`src/rtl/srss_pkg.sv`:
```
package srss_pkg;

  // Row capacity and the number of column bits that are kept.
  localparam int ROW_CAPACITY = 64;
  localparam int COLUMN_BITS  = 16;

  // Derived widths.
  localparam int ADDR_W = $clog2(ROW_CAPACITY);
  localparam int CNT_W  = $clog2(ROW_CAPACITY + 1);

  // Fixed field widths of the channels.
  localparam int KIND_W      = 2;
  localparam int COL_IN_W    = 16;
  localparam int VALUE_W     = 32;
  localparam int COUNT_OUT_W = 7;

  // Operation codes.
  localparam logic [KIND_W-1:0] KIND_GET    = 2'd0;
  localparam logic [KIND_W-1:0] KIND_SET    = 2'd1;
  localparam logic [KIND_W-1:0] KIND_CLEAR  = 2'd2;
  localparam logic [KIND_W-1:0] KIND_UNUSED = 2'd3;

  // Request from the sequencer to the entry memory.
  typedef struct packed {
    logic                   we;
    logic [ADDR_W-1:0]      waddr;
    logic [COLUMN_BITS-1:0] wcol;
    logic [VALUE_W-1:0]     wval;
    logic [ADDR_W-1:0]      raddr;
  } mem_req_t;

  // Registered read data of the entry memory.
  typedef struct packed {
    logic [COLUMN_BITS-1:0] col;
    logic [VALUE_W-1:0]     val;
  } mem_rd_t;

  // Result of one operation.
  typedef struct packed {
    logic [VALUE_W-1:0] read_value;
    logic               found;
    logic               overflow;
    logic [CNT_W-1:0]   count;
  } result_t;

endpackage

```
`src/rtl/srss_if.sv`:
```
interface srss_in_if;
  logic                           valid;
  logic                           ready;
  logic [srss_pkg::KIND_W-1:0]    kind;
  logic [srss_pkg::COL_IN_W-1:0]  column;
  logic [srss_pkg::VALUE_W-1:0]   value;

  modport source (output valid, kind, column, value, input ready);
  modport sink   (input valid, kind, column, value, output ready);
endinterface

interface srss_out_if;
  logic                              valid;
  logic                              ready;
  logic [srss_pkg::VALUE_W-1:0]      read_value;
  logic                              found;
  logic                              overflow;
  logic [srss_pkg::COUNT_OUT_W-1:0]  entry_count;

  modport source (output valid, read_value, found, overflow, entry_count, input ready);
  modport sink   (input valid, read_value, found, overflow, entry_count, output ready);
endinterface

```
`src/rtl/srss_mem.sv`:
```
module srss_mem (
  input  logic               clk,
  input  srss_pkg::mem_req_t req,
  output srss_pkg::mem_rd_t  rd
);

  logic [srss_pkg::COLUMN_BITS-1:0] col_mem [srss_pkg::ROW_CAPACITY];
  logic [srss_pkg::VALUE_W-1:0]     val_mem [srss_pkg::ROW_CAPACITY];

  always_ff @(posedge clk) begin
    if (req.we) begin
      col_mem[req.waddr] <= req.wcol;
      val_mem[req.waddr] <= req.wval;
    end
    rd.col <= col_mem[req.raddr];
    rd.val <= val_mem[req.raddr];
  end

endmodule

```
`src/rtl/srss_ctrl.sv`:
```
module srss_ctrl (
  input  logic                            clk,
  input  logic                            rst_n,
  input  logic                            in_valid,
  output logic                            in_ready,
  input  logic [srss_pkg::KIND_W-1:0]     in_kind,
  input  logic [srss_pkg::COL_IN_W-1:0]   in_column,
  input  logic [srss_pkg::VALUE_W-1:0]    in_value,
  input  logic                            out_free,
  output logic                            res_valid,
  output srss_pkg::result_t               res,
  output srss_pkg::mem_req_t              req,
  input  srss_pkg::mem_rd_t               rd
);

  typedef enum logic [8:0] {
    S_IDLE = 9'b000000001,
    S_SRCH = 9'b000000010,
    S_CMP  = 9'b000000100,
    S_CHK  = 9'b000001000,
    S_CHKC = 9'b000010000,
    S_ACT  = 9'b000100000,
    S_SHRD = 9'b001000000,
    S_SHWR = 9'b010000000,
    S_DONE = 9'b100000000
  } state_t;

  state_t                           state_r, state_nxt;
  logic [srss_pkg::KIND_W-1:0]      kind_r, kind_nxt;
  logic [srss_pkg::COLUMN_BITS-1:0] key_r, key_nxt;
  logic [srss_pkg::VALUE_W-1:0]     val_r, val_nxt;
  logic [srss_pkg::CNT_W-1:0]       lo_r, lo_nxt;
  logic [srss_pkg::CNT_W-1:0]       hi_r, hi_nxt;
  logic [srss_pkg::ADDR_W-1:0]      mid_r, mid_nxt;
  logic [srss_pkg::CNT_W-1:0]       k_r, k_nxt;
  logic [srss_pkg::CNT_W-1:0]       count_r, count_nxt;
  logic                             found_r, found_nxt;
  logic                             ovf_r, ovf_nxt;
  logic [srss_pkg::VALUE_W-1:0]     rval_r, rval_nxt;
  logic [srss_pkg::CNT_W:0]         mid_sum;
  logic [srss_pkg::ADDR_W-1:0]      mid_w;
  logic [srss_pkg::CNT_W-1:0]       k_dec;
  logic                             col_lt;
  logic                             col_eq;

  // Midpoint of the remaining search window; it is always below the capacity.
  assign mid_sum = {1'b0, lo_r} + {1'b0, hi_r};
  assign mid_w   = srss_pkg::ADDR_W'(mid_sum >> 1);
  assign k_dec   = k_r - srss_pkg::CNT_W'(1);

  // The one shared comparator, fed by the registered memory read.
  assign col_lt = rd.col < key_r;
  assign col_eq = rd.col == key_r;

  assign in_ready  = (state_r == S_IDLE) && out_free;
  assign res_valid = (state_r == S_DONE);
  assign res.read_value = rval_r;
  assign res.found      = found_r;
  assign res.overflow   = ovf_r;
  assign res.count      = count_r;

  always_comb begin
    state_nxt = state_r;
    kind_nxt  = kind_r;
    key_nxt   = key_r;
    val_nxt   = val_r;
    lo_nxt    = lo_r;
    hi_nxt    = hi_r;
    mid_nxt   = mid_r;
    k_nxt     = k_r;
    count_nxt = count_r;
    found_nxt = found_r;
    ovf_nxt   = ovf_r;
    rval_nxt  = rval_r;
    req.we    = 1'b0;
    req.waddr = lo_r[srss_pkg::ADDR_W-1:0];
    req.wcol  = key_r;
    req.wval  = val_r;
    req.raddr = mid_w;

    case (state_r)
      S_IDLE: begin
        if (in_valid && in_ready) begin
          kind_nxt  = in_kind;
          key_nxt   = srss_pkg::COLUMN_BITS'(in_column);
          val_nxt   = in_value;
          lo_nxt    = '0;
          hi_nxt    = count_r;
          found_nxt = 1'b0;
          ovf_nxt   = 1'b0;
          rval_nxt  = '0;
          state_nxt = (in_kind == srss_pkg::KIND_UNUSED) ? S_DONE : S_SRCH;
        end
      end
      S_SRCH: begin
        if (lo_r < hi_r) begin
          req.raddr = mid_w;
          mid_nxt   = mid_w;
          state_nxt = S_CMP;
        end else begin
          state_nxt = S_CHK;
        end
      end
      S_CMP: begin
        if (col_lt) begin
          lo_nxt = srss_pkg::CNT_W'(mid_r) + srss_pkg::CNT_W'(1);
        end else begin
          hi_nxt = srss_pkg::CNT_W'(mid_r);
        end
        state_nxt = S_SRCH;
      end
      S_CHK: begin
        if (lo_r < count_r) begin
          req.raddr = lo_r[srss_pkg::ADDR_W-1:0];
          state_nxt = S_CHKC;
        end else begin
          state_nxt = S_ACT;
        end
      end
      S_CHKC: begin
        found_nxt = col_eq;
        if (col_eq && (kind_r == srss_pkg::KIND_GET)) begin
          rval_nxt = rd.val;
        end
        state_nxt = S_ACT;
      end
      S_ACT: begin
        state_nxt = S_DONE;
        case (kind_r)
          srss_pkg::KIND_SET: begin
            if (found_r) begin
              req.we = 1'b1;
            end else if (count_r == srss_pkg::CNT_W'(srss_pkg::ROW_CAPACITY)) begin
              ovf_nxt = 1'b1;
            end else begin
              k_nxt     = count_r;
              state_nxt = S_SHRD;
            end
          end
          srss_pkg::KIND_CLEAR: begin
            count_nxt = '0;
          end
          default: begin
          end
        endcase
      end
      S_SHRD: begin
        if (k_r > lo_r) begin
          req.raddr = k_dec[srss_pkg::ADDR_W-1:0];
          state_nxt = S_SHWR;
        end else begin
          req.we    = 1'b1;
          count_nxt = count_r + srss_pkg::CNT_W'(1);
          state_nxt = S_DONE;
        end
      end
      S_SHWR: begin
        req.we    = 1'b1;
        req.waddr = k_r[srss_pkg::ADDR_W-1:0];
        req.wcol  = rd.col;
        req.wval  = rd.val;
        k_nxt     = k_dec;
        state_nxt = S_SHRD;
      end
      S_DONE: begin
        state_nxt = S_IDLE;
      end
      default: begin
        state_nxt = S_IDLE;
      end
    endcase
  end

  always_ff @(posedge clk) begin
    if (!rst_n) begin
      state_r <= S_IDLE;
      count_r <= '0;
    end else begin
      state_r <= state_nxt;
      count_r <= count_nxt;
    end
    kind_r  <= kind_nxt;
    key_r   <= key_nxt;
    val_r   <= val_nxt;
    lo_r    <= lo_nxt;
    hi_r    <= hi_nxt;
    mid_r   <= mid_nxt;
    k_r     <= k_nxt;
    found_r <= found_nxt;
    ovf_r   <= ovf_nxt;
    rval_r  <= rval_nxt;
  end

endmodule

```
`src/rtl/sparse_row_sorted_store_core.sv`:
```
// Sorted sparse row store: one matrix row held as up to 64 entries sorted by
// column, each a column index and a 32-bit value.
// Input channel in_ch carries a transaction of kind (get, set, clear), column
// and value. Result channel out_ch returns one transaction per input: the
// value read by a get (zero if absent), found, overflow for a set into a full
// row, and the entry count after the operation.
// Each transaction runs one at a time through a small sequencer around one
// column comparator and a single-port-write entry memory with registered
// reads. The lookup is a binary search; each step reads the middle entry and
// then compares its column with the key. A set that inserts a new column also
// moves every larger entry up by one, a read and then a write per moved entry,
// so its cost grows with the entries behind it. A kind code of 3 skips the
// search and is answered with a zero value, found and overflow clear, and the
// unchanged entry count.
// The next transaction is accepted in the cycle after the result is taken.
// Reset empties the row at once; the memory itself is not cleared, since
// only entries below the count are ever read. No clearing pass is needed.
// While the receiver stalls, the result waits in the output register and no
// new transaction is accepted until it has been taken.
module sparse_row_sorted_store_core (
  input  logic       clk,
  input  logic       rst_n,
  srss_in_if.sink    in_ch,
  srss_out_if.source out_ch
);

  srss_pkg::mem_req_t mem_req;
  srss_pkg::mem_rd_t  mem_rd;
  srss_pkg::result_t  res;
  logic               res_valid;
  logic               out_valid_r, out_valid_nxt;
  srss_pkg::result_t  out_res_r, out_res_nxt;

  // Sequencer: binary search, hit check, then update, insert shift or clear.
  srss_ctrl u_ctrl (
    .clk       (clk),
    .rst_n     (rst_n),
    .in_valid  (in_ch.valid),
    .in_ready  (in_ch.ready),
    .in_kind   (in_ch.kind),
    .in_column (in_ch.column),
    .in_value  (in_ch.value),
    .out_free  (!out_valid_r),
    .res_valid (res_valid),
    .res       (res),
    .req       (mem_req),
    .rd        (mem_rd)
  );

  // Column and value storage.
  srss_mem u_mem (
    .clk (clk),
    .req (mem_req),
    .rd  (mem_rd)
  );

  // Output register: holds the finished result until the receiver takes it.
  always_comb begin
    out_valid_nxt = out_valid_r;
    out_res_nxt   = out_res_r;
    if (out_valid_r && out_ch.ready) begin
      out_valid_nxt = 1'b0;
    end
    if (res_valid) begin
      out_valid_nxt = 1'b1;
      out_res_nxt   = res;
    end
  end

  always_ff @(posedge clk) begin
    if (!rst_n) begin
      out_valid_r <= 1'b0;
    end else begin
      out_valid_r <= out_valid_nxt;
    end
    out_res_r <= out_res_nxt;
  end

  assign out_ch.valid       = out_valid_r;
  assign out_ch.read_value  = out_res_r.read_value;
  assign out_ch.found       = out_res_r.found;
  assign out_ch.overflow    = out_res_r.overflow;
  assign out_ch.entry_count = srss_pkg::COUNT_OUT_W'(out_res_r.count);

  // The stored entry count never exceeds the row capacity.
  a_count_bound: assert property (@(posedge clk) disable iff (!rst_n)
    res.count <= srss_pkg::CNT_W'(srss_pkg::ROW_CAPACITY))
    else $error("entry count above capacity");

  // A dropped set is always of a column that was not present.
  a_ovf_not_found: assert property (@(posedge clk) disable iff (!rst_n)
    out_ch.valid |-> !(out_ch.overflow && out_ch.found))
    else $error("overflow reported for a present column");

  // A nonzero read value only comes from a hit.
  a_value_needs_hit: assert property (@(posedge clk) disable iff (!rst_n)
    (out_ch.valid && (out_ch.read_value != '0)) |-> out_ch.found)
    else $error("read value without hit");

  // The sequencer is busy in the cycle after it accepts a transaction.
  a_busy_after_accept: assert property (@(posedge clk) disable iff (!rst_n)
    (in_ch.valid && in_ch.ready) |=> !in_ch.ready)
    else $error("accepted twice in a row");

  // A new result never overwrites one that still waits in the output register.
  a_no_overwrite: assert property (@(posedge clk) disable iff (!rst_n)
    res_valid |-> (!out_valid_r || out_ch.ready))
    else $error("result overwritten");

endmodule
```
`src/flat_wrapper.sv`:
```
// flat-port wrapper written by rule: the top's interface ports become plain ports
module sparse_row_sorted_store_core_flat 
  (clk, rst_n, in_ch_valid, in_ch_kind, in_ch_column, in_ch_value, in_ch_ready, out_ch_valid, out_ch_read_value, out_ch_found, out_ch_overflow, out_ch_entry_count, out_ch_ready);
  srss_in_if in_ch_i ();
  srss_out_if out_ch_i ();
  input  logic clk;
  input  logic rst_n;
  input wire logic [$bits(in_ch_i.valid)-1:0] in_ch_valid;
  input wire logic [$bits(in_ch_i.kind)-1:0] in_ch_kind;
  input wire logic [$bits(in_ch_i.column)-1:0] in_ch_column;
  input wire logic [$bits(in_ch_i.value)-1:0] in_ch_value;
  output wire logic [$bits(in_ch_i.ready)-1:0] in_ch_ready;
  output wire logic [$bits(out_ch_i.valid)-1:0] out_ch_valid;
  output wire logic [$bits(out_ch_i.read_value)-1:0] out_ch_read_value;
  output wire logic [$bits(out_ch_i.found)-1:0] out_ch_found;
  output wire logic [$bits(out_ch_i.overflow)-1:0] out_ch_overflow;
  output wire logic [$bits(out_ch_i.entry_count)-1:0] out_ch_entry_count;
  input wire logic [$bits(out_ch_i.ready)-1:0] out_ch_ready;
  assign in_ch_i.valid = in_ch_valid;
  assign in_ch_i.kind = in_ch_kind;
  assign in_ch_i.column = in_ch_column;
  assign in_ch_i.value = in_ch_value;
  assign in_ch_ready = in_ch_i.ready;
  assign out_ch_valid = out_ch_i.valid;
  assign out_ch_read_value = out_ch_i.read_value;
  assign out_ch_found = out_ch_i.found;
  assign out_ch_overflow = out_ch_i.overflow;
  assign out_ch_entry_count = out_ch_i.entry_count;
  assign out_ch_i.ready = out_ch_ready;
  sparse_row_sorted_store_core u_core (.clk(clk), .rst_n(rst_n), .in_ch(in_ch_i), .out_ch(out_ch_i));
endmodule
```
`config.mk`:
```
export PLATFORM = sky130hd
export DESIGN_NAME = sparse_row_sorted_store_core_flat
export DESIGN_NICKNAME = d
export VERILOG_FILES = /design/src/rtl/srss_pkg.sv /design/src/rtl/srss_if.sv /design/src/rtl/srss_mem.sv /design/src/rtl/srss_ctrl.sv /design/src/rtl/sparse_row_sorted_store_core.sv /design/src/flat_wrapper.sv
export SDC_FILE = /design/constraint.sdc
export NUM_CORES = 2
export LEC_CHECK = 0
export BUFFER_PORTS_ARGS = -buffer_cell sky130_fd_sc_hd__buf_2
export CAP_MARGIN = 40
export CORE_AREA = 2 2 358 715
export CTS_CLUSTER_SIZE = 24
export DETAILED_ROUTE_END_ITERATION = 8
export DIE_AREA = 0 0 360 717
export PLACE_DENSITY_LB_ADDON = 0.1
export SLEW_MARGIN = 0
export SYNTH_ARGS = -nofsm -noshare
export SYNTH_HDL_FRONTEND = slang
export SYNTH_HIERARCHICAL = 1
export SYNTH_SLANG_ARGS = --single-unit
```
`constraint.sdc`:
```
create_clock -name clk -period 13.45 [get_ports clk]
set_input_delay 1.345 -clock clk [delete_from_list [all_inputs] [get_ports clk]]
set_output_delay 1.345 -clock clk [all_outputs]
set_load 0.03 [all_outputs]
```
==> impl_metrics.yaml <==
outcome:
  status: "complete, no violations"
detailed_routing:
  wl_per_cell_um: 37.5
  drtIter0Drc: 6702
  post-route-drc-count: 0
  via_per_inst: 6.38
  drtPass1Iterations: 6
  routed_wl_um: 363000
  ant_nets: 0
  vias: 61800
floorplan:
  dieWidth_um: 360
  die_y_um: 717
  dieArea_um2: 258000
  start_util: 0.498
  io_pins: 97
  core_area_um2: 252000
  rows: 261
clock_tree:
  ctsResizeCount: 0
  clockBufferDepth: 4
  htreeDepth: 5
  clkTransAtPathRegs_ns: 0.07
  clock-sinks: 3289
  numCtsBuffers: 295
  cts_hold_buf: 0
  clkLatencyLatePin_ns: 0.89
  post_cts_buffers: 0
  cts-root-buf: "clkbuf_16"
  cts_tree: "yes"
placed_design:
  placed_cells: 9149
  port_buffers: 96
  dp_hpwl_um: 231000
  gp_congestion: 0.925
global_routing:
  grt_max_degree: 119
  antenna_found_initial: 14
  grt_pass1_wl_um: 505000
  grt_pass1_vias: 64100
  grtUsageTotal: 0.282
  grt_overflow_total: 0
synth:
  dominantRegCellSynth: "edfxtp_1"
  yosysUniqueCellTypes: 74
  syn_nets: 5914
  ys_seq_area_frac: 0.780
  syn_inst: 5815
  avgSynthCellArea_um2: 21.6
  synth_seq_cells: 3289
  async_flop_share: 0
  yosysWarnings: 6
  synth-edff-count: 3224
  synth_area_um2: 126000
power:
  p_seq_frac: 0.424
  power_frac_clock: 0.297
  p_total_uw: 28100
  p_leak_uw: 0.0445
  power.switching_uw: 8810
  irDropWorstVdd_mv: 0.200
  pwr-share-comb: 0.279
  swShare: 0.314
  powerDensity_nw_per_um2: 198
  intPower_uw: 19300
sta:
  slew_violations: 0
  fin_tns_setup_ns: 0
  tightest_slew_ns: 1.15
  hold_violations: 0
  finalSetupViolations: 0
  skew_ns: 0.0480
  rsz0062_at_grt: "no"
  min_period_ns: 6.64
  fmax_mhz: 151
  period_share: 0.494
  max-slew-margin-rel: 0.231
finish:
  drive_gt1_frac: 0.270
  layout_commonest_cell: "edfxtp_1"
  area_delta_synth_final_pct: 12.7
  layoutNonFillerInstCount: 9687
  mostFrequentLayoutCells: "edfxtp_1 (3,224), mux4_2 (695), clkbuf_16 (308)"
  nNetsFinal: 6259
critical_path:
  rr_worst_depth: 14
  max_stage_delay_ns: 0.77
  timing.critical_path.mode_cell: "buf_4"
  rr_startpoint: "u_core/u_ctrl/lo_r[1]"
  cp_data_arrival_time_ns: 7.42
  r2r_slack_ns: 6.81
  critPathMaxFanout: 38
  path_cells: "inv_1 > fa_1 > o21bai_1 > a21oi_1 > xnor2_1 > o221a_2 > a221o_4 > buf_4 > nand2_1 > or2_2 > buf_4 > o22ai_1 > nor4_1 > o22a_1"
  critical_path_required_ns: 14.23
  cp_slowest_cell: "o22ai_1"
  crit_type: "reg -> reg"
  regToRegEndpoint: "u_core/u_mem/rd[15]"
  startpoint_type: "flop"
  worstSetupEndpointType: "flop"
flow_run:
  max_cap_viol_count: 0
hold_path:
  hold_depth: 0
  hp-start: "u_core/u_ctrl/rval_r[3]"
  whs_endpoint: "u_core/out_ch.read_value[3]"
  hold_path_class: "reg -> reg"
-- cell usage after synthesis (33+ instances only) --
cell type / count / area (µm²)
edfxtp_1: 3224 / 96800
mux4_2: 695 / 15700
o22ai_1: 201 / 1260
nand2_1: 174 / 653
nor2_1: 137 / 514
mux2i_1: 128 / 1280
buf_2: 108 / 541
clkbuf_1: 106 / 398
o21ai_0: 90 / 450
mux2_2: 80 / 901
buf_4: 68 / 510
dfxtp_1: 65 / 1300
o221ai_1: 65 / 569
and2_1: 54 / 338
a21oi_1: 49 / 245
inv_1: 47 / 176
ha_1: 44 / 551
nand3_1: 44 / 220
a211oi_1: 42 / 315
o22a_1: 38 / 333
nor4_1: 33 / 206
-- metrics by stage --
step	utilization	setup WS, ns	hold WS [ns]	cell area [µm²]
final	0.562	6.81	0.419	142000
after detailed placement	0.525	6.99	0.405	132000
after global placement	0.519	6.68	0.401	131000
after global routing	0.562	6.74	0.422	142000
after floorplan	-	8.32	0.400	126000
after CTS	0.561	7.00	0.417	142000
-- final cells by class --
class                      instances  area, µm²
multi-input combinational       2154      26500
inverter                          48        184
clock buffer                     395       8150
fill                           18800     111000
antenna                            9       22.5
sequential                      3289      98100
timing repair buffer             372       3510
tap                             3287       4110
clock inverter                   133       1130
-- power by group through the flow --
| stage | logic (µW) | clock network, µW | registers [µW] |
|---|---|---|---|
| after floorplan | 4890 | 0 | 12000 |
| after global placement | 7770 | 0 | 12100 |
| after detailed placement | 7920 | 0 | 12100 |
| after CTS | 7940 | 8470 | 11900 |
| after global routing | 8180 | 8820 | 11900 |
| final | 7840 | 8340 | 11900 |
-- how the worst max path moves through the flow --
stage / cells past startpoint / from / to
after CTS: 11 / u_core/u_ctrl/state_r[1] / u_core/u_mem/rd[41]
after global placement: 16 / u_core/u_ctrl/lo_r[4] / u_core/u_mem/rd[17]
after floorplan: 12 / u_core/u_ctrl/state_r[1] / u_core/u_mem/col_mem[10][0]
after detailed placement: 14 / u_core/u_ctrl/count_r[5] / u_core/u_mem/rd[41]
final: 14 / u_core/u_ctrl/lo_r[1] / u_core/u_mem/rd[15]
after global routing: 11 / u_core/u_ctrl/state_r[1] / u_core/u_mem/rd[41]
-- sequential cells by signal, summed over array words and instances (netlist names), 9 cells and up --
signal / count
u_core/out_ch.read_value: 32
u_core/u_ctrl/key_r: 16
u_core/u_ctrl/rval_r: 32
u_core/u_ctrl/state_r: 9
u_core/u_ctrl/val_r: 32
u_core/u_mem/col_mem: 1024
u_core/u_mem/rd: 48
u_core/u_mem/val_mem: 2048
-- worst max-delay path: cells and delay by family (launching register included) --
| kind | cells | cell delay (ns) |
|---|---|---|
| flip-flops | 1 | 0.50 |
| buffers and inverters | 3 | 1.16 |
| AO/OA/AOI/OAI | 6 | 2.59 |
| adder cells (fa/ha/maj) | 1 | 0.47 |
| AND/OR/NAND/NOR | 3 | 1.14 |
| XOR/XNOR | 1 | 0.59 |
-- per-layer routing --
layer | up-vias | global-route usage | wire length [µm]
met5 | - | 0 | 0
met4 | 0 | 0.150 | 22000
met3 | 616 | 0.0359 | 19600
met2 | 2359 | 0.521 | 199000
met1 | 33700 | 0.318 | 123000
li1 | 25100 | - | -
-- logic make-up (layout without fill, tap and decap cells) --
group | count (synthesis) | count (layout) | share of synthesized area
adders and majority gates | 45 | 45 | 0.00454
AOI/OAI and AO/OA | 601 | 601 | 0.0334
other | 0 | 9 | 0
muxes | 903 | 903 | 0.142
xor gates and xnor gates | 14 | 14 | 0.000975
and+or+nand+nor | 591 | 591 | 0.0231
buffers and inverters | 372 | 948 | 0.0162
DFF | 3289 | 3289 | 0.780
Note: power is estimated with default switching activity, not from simulation.
